$ cat src/lfdfd_pkg.sv
// shared types and constants for the dithered fm divisor block
package lfdfd_pkg;

	localparam int SampleWidth  = 16;
	localparam int DivisorWidth = 24;
	localparam int CfgWidth     = 24;
	localparam int CfgIdxWidth  = 2;
	localparam int OffIntWidth  = 8;
	localparam int OffFracWidth = 32;
	localparam int NoiseWidth   = 32;
	localparam int ProdWidth    = OffIntWidth + OffFracWidth;

	localparam logic [NoiseWidth-1:0] LfsrTaps  = 32'hD000_0001;
	localparam logic [NoiseWidth-1:0] LfsrReset = 32'h0000_0001;

	localparam logic [CfgWidth-1:0] CarrierReset = 24'd26357;
	localparam logic [CfgWidth-1:0] GainReset    = 24'd524288;

	localparam logic [CfgIdxWidth-1:0] CFG_CARRIER = 2'd0;
	localparam logic [CfgIdxWidth-1:0] CFG_GAIN    = 2'd1;

	localparam logic KIND_SAMPLE = 1'b0;
	localparam logic KIND_TICK   = 1'b1;

	typedef struct packed {
		logic                    kind;
		logic [OffIntWidth-1:0]  off_int;
		logic [OffFracWidth-1:0] off_frac;
	} entry_t;

	typedef struct packed {
		logic   valid;
		entry_t entry;
	} q_head_t;

endpackage

$ cat src/lfdfd_front.sv
// front end: classifies each input word and scales samples by the gain
module lfdfd_front import lfdfd_pkg::*; (
	input  logic                          kind,
	input  logic signed [SampleWidth-1:0] sample,
	input  logic [CfgWidth-1:0]           gain,
	output entry_t                        entry
);

	logic signed [CfgWidth:0]    gain_s;
	logic signed [ProdWidth-1:0] prod;

	always_comb begin
		gain_s = $signed({1'b0, gain});
		prod = ProdWidth'(sample) * ProdWidth'(gain_s);
		entry.kind = kind;
		if (kind == KIND_SAMPLE) begin
			entry.off_int  = prod[ProdWidth-1:OffFracWidth];
			entry.off_frac = prod[OffFracWidth-1:0];
		end else begin
			entry.off_int  = '0;
			entry.off_frac = '0;
		end
	end

endmodule

$ cat src/lfdfd_queue.sv
// two-entry queue between front and back
module lfdfd_queue import lfdfd_pkg::*; (
	input  logic    clk,
	input  logic    arst_n,
	input  logic    push,
	input  entry_t  push_entry,
	output logic    full,
	input  logic    pop,
	output q_head_t head
);

	entry_t     mem_q [2];
	logic       wr_ptr_q;
	logic       rd_ptr_q;
	logic [1:0] count_q;

	always_ff @(posedge clk) begin
		if (push) begin
			mem_q[wr_ptr_q] <= push_entry;
		end
	end

	always_ff @(posedge clk or negedge arst_n) begin
		if (!arst_n) begin
			wr_ptr_q <= 1'b0;
			rd_ptr_q <= 1'b0;
			count_q  <= 2'd0;
		end else begin
			if (push) begin
				wr_ptr_q <= ~wr_ptr_q;
			end
			if (pop) begin
				rd_ptr_q <= ~rd_ptr_q;
			end
			if (push && !pop) begin
				count_q <= count_q + 2'd1;
			end else if (pop && !push) begin
				count_q <= count_q - 2'd1;
			end
		end
	end

	assign full = count_q[1];
	assign head = {count_q != 2'd0, mem_q[rd_ptr_q]};

endmodule

$ cat src/lfdfd_back.sv
// back end: holds the offset, steps the lfsr and forms the divisor word
module lfdfd_back import lfdfd_pkg::*; (
	input  logic                    clk,
	input  logic                    arst_n,
	input  q_head_t                 head,
	output logic                    pop,
	input  logic [CfgWidth-1:0]     carrier,
	output logic                    out_valid,
	input  logic                    out_stall,
	output logic [DivisorWidth-1:0] divisor
);

	logic [NoiseWidth-1:0]   noise_q;
	logic [OffIntWidth-1:0]  off_int_q;
	logic [OffFracWidth-1:0] off_frac_q;
	logic                    out_valid_q;
	logic [DivisorWidth-1:0] divisor_q;

	logic                    is_tick;
	logic                    out_free;
	logic [NoiseWidth-1:0]   noise_next;
	logic                    dither;
	logic [DivisorWidth-1:0] sum;

	always_comb begin
		is_tick    = head.entry.kind == KIND_TICK;
		out_free   = !out_valid_q || !out_stall;
		pop        = head.valid && (!is_tick || out_free);
		noise_next = (noise_q >> 1) ^ (noise_q[0] ? LfsrTaps : '0);
		dither     = off_frac_q > noise_next;
		sum        = carrier
			+ {{(DivisorWidth-OffIntWidth){off_int_q[OffIntWidth-1]}}, off_int_q}
			+ DivisorWidth'(dither);
	end

	always_ff @(posedge clk or negedge arst_n) begin
		if (!arst_n) begin
			noise_q     <= LfsrReset;
			off_int_q   <= '0;
			off_frac_q  <= '0;
			out_valid_q <= 1'b0;
		end else begin
			if (pop && !is_tick) begin
				off_int_q  <= head.entry.off_int;
				off_frac_q <= head.entry.off_frac;
			end
			if (pop && is_tick) begin
				noise_q     <= noise_next;
				out_valid_q <= 1'b1;
			end else if (!out_stall) begin
				out_valid_q <= 1'b0;
			end
		end
	end

	always_ff @(posedge clk) begin
		if (pop && is_tick) begin
			divisor_q <= sum;
		end
	end

	assign out_valid = out_valid_q;
	assign divisor   = divisor_q;

endmodule

$ cat src/lfsr_dithered_fm_divisor.sv
// top level: dithered fm clock divisor generator
// a tick word reaches the divisor output through the queue and then the output register
// throughput: one word per cycle while out_stall is low; the multiply and lfsr step are combinational
// sample words give no output; the two-entry queue lets input and output stall apart
// reset: asynchronous active low; lfsr to one, offsets to zero, config registers to defaults, out_valid low
module lfsr_dithered_fm_divisor import lfdfd_pkg::*; (
	input  logic                          clk,
	input  logic                          arst_n,
	input  logic                          cfg_we,
	input  logic [CfgIdxWidth-1:0]        cfg_index,
	input  logic [CfgWidth-1:0]           cfg_data,
	input  logic                          in_valid,
	output logic                          in_stall,
	input  logic                          kind,
	input  logic signed [SampleWidth-1:0] sample,
	output logic                          out_valid,
	input  logic                          out_stall,
	output logic [DivisorWidth-1:0]       divisor
);

	logic [CfgWidth-1:0] carrier_q;
	logic [CfgWidth-1:0] gain_q;
	entry_t              front_entry;
	q_head_t             head;
	logic                q_full;
	logic                q_pop;
	logic                push;

	always_ff @(posedge clk or negedge arst_n) begin
		if (!arst_n) begin
			carrier_q <= CarrierReset;
			gain_q    <= GainReset;
		end else if (cfg_we) begin
			if (cfg_index == CFG_CARRIER) begin
				carrier_q <= cfg_data;
			end else if (cfg_index == CFG_GAIN) begin
				gain_q <= cfg_data;
			end
		end
	end

	assign in_stall = q_full;
	assign push     = in_valid && !q_full;

	lfdfd_front u_front (
		.kind   (kind),
		.sample (sample),
		.gain   (gain_q),
		.entry  (front_entry)
	);

	lfdfd_queue u_queue (
		.clk        (clk),
		.arst_n     (arst_n),
		.push       (push),
		.push_entry (front_entry),
		.full       (q_full),
		.pop        (q_pop),
		.head       (head)
	);

	lfdfd_back u_back (
		.clk       (clk),
		.arst_n    (arst_n),
		.head      (head),
		.pop       (q_pop),
		.carrier   (carrier_q),
		.out_valid (out_valid),
		.out_stall (out_stall),
		.divisor   (divisor)
	);

endmodule
$ cat config.mk
export PLATFORM = sky130hd
export DESIGN_NAME = lfsr_dithered_fm_divisor
export DESIGN_NICKNAME = d
export VERILOG_FILES = /design/src/lfdfd_pkg.sv /design/src/lfdfd_front.sv /design/src/lfdfd_queue.sv /design/src/lfdfd_back.sv /design/src/lfsr_dithered_fm_divisor.sv
export SDC_FILE = /design/constraint.sdc
export NUM_CORES = 1
export LEC_CHECK = 0
export BUFFER_PORTS_ARGS = -buffer_cell sky130_fd_sc_hd__clkbuf_2
export CAP_MARGIN = 0
export CORE_ASPECT_RATIO = 0.9
export CORE_MARGIN = 2
export CORE_UTILIZATION = 65
export CTS_BUF_LIST = sky130_fd_sc_hd__clkbuf_2
export DETAILED_ROUTE_END_ITERATION = 8
export PLACE_DENSITY = 0.91
export SYNTH_ARGS = -nofsm -noshare
export SYNTH_HDL_FRONTEND = slang
export SYNTH_HIERARCHICAL = 1
export SYNTH_SLANG_ARGS = --single-unit
$ cat constraint.sdc
create_clock -name clk -period 13.9 [get_ports clk]
set_input_delay 1.39 -clock clk [delete_from_list [all_inputs] [get_ports clk]]
set_output_delay 1.39 -clock clk [all_outputs]
set_load 0.05 [all_outputs]
Word-level counts from Yosys, hierarchy flattened
Memories as Yosys holds them, arrays and structs flattened.
Cells that the tools add are included.
{"block": "classes", "n_addsub": 4, "mul": 1, "magnitude_cmp": 1, "eq_ne": 2, "muxes": 8, "bitwise_logic": 4, "n_reduce_logical": 19}
{"operator": "$mul A16 B25 Y40", "count": 1}
{"operator": "$mux W40", "count": 1}
{"operator": "$gt A32 B32 Y1", "count": 1}
{"operator": "$mux W32", "count": 1}
{"operator": "$xor A31 B32 Y32", "count": 1}
{"operator": "$add A24 B1 Y24", "count": 1}
{"operator": "$add A24 B24 Y24", "count": 1}
{"operator": "$logic_and A1 B1 Y1", "count": 6}
{"operator": "$logic_not A1 Y1", "count": 6}
{"operator": "$mux W1", "count": 4}
{"operator": "$mux W2", "count": 2}
{"operator": "$reduce_bool A2 Y1", "count": 2}
{"operator": "$not A1 Y1", "count": 3}
{"operator": "$reduce_and A3 Y1", "count": 1}
{"operator": "$add A2 B1 Y2 const B", "count": 1}
{"operator": "$eq A2 B1 Y1 const B", "count": 1}
{"operator": "$logic_not A2 Y1", "count": 1}
{"operator": "$logic_or A1 B1 Y1", "count": 2}
{"operator": "$ne A2 B1 Y1 const B", "count": 1}
{"operator": "$reduce_and A2 Y1", "count": 1}
{"operator": "$sub A2 B1 Y2 const B", "count": 1}
{"block": "word_totals", "reg_bits": 149, "ramBits": 82, "input_bits": 48, "wordCells": 50, "mem_count": 1}
{"name": "u_queue.mem_q", "depth": 2, "width": 41, "read_ports": 1, "rd_clocked_by_memory_dff": 0, "wr": 1, "line": "lfdfd_queue.sv:12", "rtl": "entry_t mem_q [2];"}

Longest topological paths before layout
{"block": "logic_depth", "depth_word": 7, "depth_mapped": 23, "depth_no_buf": 22}

Hierarchy
Netlist, hierarchy kept.
{"mod": "lfdfd_front", "n_inst": 1, "cells_each": 1562, "area_per_inst_um2": 13180.1, "seq_area_each_um2": 0.0}
{"mod": "lfdfd_back", "n_inst": 1, "cells_each": 513, "area_per_inst_um2": 5471.5, "seq_area_each_um2": 2548.7}
{"mod": "lfdfd_queue", "n_inst": 1, "cells_each": 143, "area_per_inst_um2": 3344.5, "seq_area_each_um2": 2562.5}
{"mod": "lfsr_dithered_fm_divisor", "n_inst": 1, "cells_each": 103, "area_per_inst_um2": 1838.0, "seq_area_each_um2": 1214.9}

Worst setup path after synthesis
OpenSTA, ideal clock, no wires.
{"block": "synth_path", "kind": "input-to-reg", "from": "in sample[15]", "to": "mem u_queue/mem_q[0][32] in the netlist's numbering (data pin)", "setup_time_ns": 0.266, "t_arrival_ns": 7.108, "path_slack_ns": 6.526, "cell_stages": 22, "path_cell_list": "clkbuf_1 -> inv_1 -> clkbuf_1 -> nor2_1 -> fa_1 -> fa_1 -> fa_1 -> fa_1 -> fa_1 -> inv_1 -> fa_1 -> inv_1 -> ha_1 -> clkbuf_8 -> a21o_1 -> a21oi_1 -> nor2b_1 -> or3b_2 -> a21boi_4 -> o41ai_4 -> a311oi_1 -> mux2_1"}
{"element": "start: declaration", "line": "lfsr_dithered_fm_divisor.sv:15", "rtl": "input logic signed [SampleWidth-1:0] sample,"}
{"element": "end: declaration", "line": "lfdfd_queue.sv:12"}

==> impl_metrics.env <==
export IMPL_status="finished clean"
export IMPL_cp_data_required_time_ps=14450
export IMPL_grt_first_pass_wirelength_um=92400
export IMPL_grt_pass1_vias=18500
export IMPL_synth_fp_nets=2865
export IMPL_rows=66
export IMPL_cts_max_level=2
export IMPL_finish_net_count=2900
export IMPL_gp_congestion=0.913
export IMPL_route_vias_total=17000
export IMPL_cts_root_buffer="clkbuf_2"
export IMPL_crit_arrival_ps=7870
export IMPL_cp_max_fo=24
export IMPL_synthArstFlopShare_pct=54.1
export IMPL_synthXorXnorAreaFrac_pct=2.17
export IMPL_period_minus_slack_ps=7320
export IMPL_initial_core_util_pct=65.9
export IMPL_cts_buffer_depth=3
export IMPL_grt_usage_pct=31.0
export IMPL_final_antenna_net_count=0
export IMPL_hold_class="reg -> reg"
export IMPL_area_growth_pct=3.83
export IMPL_fillerInstances=2614
export IMPL_synth_cells=2321
export IMPL_synth_area_leader_cell="fa_1"
export IMPL_grt_max_degree=85
export IMPL_synthAdderAreaFrac_pct=35.7
export IMPL_finClkSkew_ps=64.2
export IMPL_dpl_cell_count=2781
export IMPL_synth_main_ff_cell="dfrtp_1"
export IMPL_synth_top_area_share_pct=25.9
export IMPL_dieWidth_um=206
export IMPL_die_area_sq_mm=0.0382
export IMPL_rsz0062_at_grt="false"
export IMPL_yosys_register_bits=231
export IMPL_fmax_mhz=137
export IMPL_synth_compound_area_share_pct=6.83
export IMPL_drt_wl_total_um=56800
export IMPL_postCtsSetupBuffers=0
export IMPL_ys_types=80
export IMPL_cts_resized_gates=0
export IMPL_maxCapViolCount=0
export IMPL_pre_cts_slack_ps=5890
export IMPL_routedWlPerCell_um=19.8
export IMPL_synth_simple_area_share_pct=12.5
export IMPL_slew_headroom_pct=13.3
export IMPL_criticalPathCategory="in -> reg"
export IMPL_cts_buffers=49
export IMPL_synth_edff_count=106
export IMPL_core_area_sq_mm=0.0362
export IMPL_synth_area_leaders="fa_1 (26%), edfxtp_1 (13%), dfrtp_1 (12%), ha_1 (9.9%), inv_1 (6.9%)"
export IMPL_dp_hpwl_um=42000
export IMPL_io_buffers=73
export IMPL_hold_ws_ps=481
export IMPL_synth_common_cells="inv_1 (441), fa_1 (308), nand2_1 (281), ha_1 (188), and2_1 (158)"
export IMPL_muxShareOfSynthArea_pct=6.95
export IMPL_diodes=0
export IMPL_clk_pin_slew_ps=130
export IMPL_fin_setup_tns_ps=0
export IMPL_drt_iter0_drc=1462
export IMPL_netlist_area_sq_mm=0.0238
export IMPL_clock_sinks=231
export IMPL_avgViaCountPerCell=5.91
export IMPL_antenna_found_initial=0
export IMPL_cts_tree="built"
export IMPL_ios=74
export IMPL_slew_viol_final=0
export IMPL_finalCritPeriodShare_pct=52.6
export IMPL_hold_buffers=0
export IMPL_firstDrtPassIters=6
export IMPL_drc=0
export IMPL_hold_viol_final=0
export IMPL_final_cell_count_no_fill=2871
export IMPL_yosys_warnings=6
export IMPL_start_kind="primary input"
export IMPL_syn_area_per_cell_sq_um=10.3
export IMPL_yosysMostFrequentCell="inv_1"
export IMPL_ys_seq_area_share_pct=26.5
export IMPL_clk_latency_ps=830
export IMPL_drive_gt1_share_pct=13.6
export IMPL_grt_overflow=0
export IMPL_die_h_um=186
export IMPL_worst_slew_pin_slew_ps=1300
export IMPL_worst_slack_ps=6580
export IMPL_end_kind="register"
export IMPL_setup_viol=0
export IMPL_synth_top_family_by_area="adder cells"
-- cells by family after synthesis --
family / Yosys count
adders and majority gates: 496
muxes: 134
xor gates and xnor gates: 59
buffers and inverters: 535
AOI/OAI and AO/OA: 245
DFF: 231
and+or+nand+nor: 621
-- per-stage QoR --
| stage | utilization, % | cell area [sq um] |
|---|---|---|
| floorplan | - | 23800 |
| detailed placement | 67.2 | 24300 |
| global placement | 67.2 | 24300 |
| finish | 68.4 | 24700 |
| CTS | 68.4 | 24700 |
| global route | 68.4 | 24700 |
-- per-layer routing --
layer / share of wire [%] / vias to the layer above / wire length (um) / track usage, %
li1: - / 7448 / - / -
met1: 39 / 8554 / 22100 / 38.8
met3: 7.7 / 173 / 4360 / 6.04
met2: 50 / 801 / 28200 / 53.6
met4: 3.7 / 0 / 2120 / 11.6
met5: 0 / - / 0 / 0
-- path summary, 6_finish.rpt --
check	from	to	slack, ps	cells past startpoint
worst max-delay path	sample[1]	u_queue/mem_q[1][30]$_DFFE_PP_	6580	20
worst min-delay path	u_back/noise_q[18]$_DFFE_PN0P_	u_back/noise_q[17]$_DFFE_PN0P_	480	2
worst max register to register	gain_q[8]$_DFFE_PN0P_	u_queue/mem_q[1][30]$_DFFE_PP_	6720	19
worst min register to register	u_back/noise_q[18]$_DFFE_PN0P_	u_back/noise_q[17]$_DFFE_PN0P_	480	2
max in group asynchronous	arst_n	carrier_q[19]$_DFFE_PN0P_	11890	2
min in group asynchronous	arst_n	u_back/noise_q[10]$_DFFE_PN0P_	660	1
-- critical path: stages --
cell and delay, ps:
clkbuf_2 480, nand2_1 170, fa_1 570, fa_1 490
fa_1 520, fa_1 540, inv_1 50, fa_1 470
inv_1 50, fa_1 470, inv_1 40, ha_1 380
a21oi_1 260, o21a_1 150, o21ai_0 100, a21o_2 240
a41oi_1 600, o31ai_1 210, a21oi_1 260, mux2_2 390
-- area by class of cell --
| cell class | instances | area [sq um] | area share, % |
|---|---|---|---|
| inverter | 441 | 1660 | 6.69 |
| clock buffer | 75 | 375 | 1.52 |
| tap | 476 | 596 | 2.41 |
| timing repair buffer | 78 | 405 | 1.64 |
| clock inverter | 15 | 60.1 | 0.243 |
| multi-input combinational | 1555 | 15300 | 61.9 |
| sequential | 231 | 6330 | 25.6 |
-- layout by cell type, fill, tap and decap left out, drive strengths merged, types with 5 or more instances in the layout --
cell    count
a211oi      7
xnor2      34
nor3        8
fa        308
dfrtp     113
a31oi      12
o21ai      61
xor2       25
and2      159
dfstp      12
nor2b      22
edfxtp    106
nand4      26
clkbuf    147
clkinv     14
o31ai       6
a21oi      65
o21bai      5
nor2       87
nand3       9
ha        188
o21a       17
mux2      134
nand2     281
inv       442
nand2b     11
buf         6
a21o       37
-- registers in the layout (all words and copies together), names as in the netlist --
name	flops
carrier_q	24
gain_q	24
u_back/divisor	24
u_back/noise_q	32
u_back/off_frac_q	32
u_back/off_int_q	8
u_back/out_valid	1
u_queue/count_q	2
u_queue/mem_q	82
u_queue/rd_ptr_q	1
u_queue/wr_ptr_q	1
Power is not shown: default switching activity piles up to over one toggle a cycle in this logic, so the estimate is an artifact.
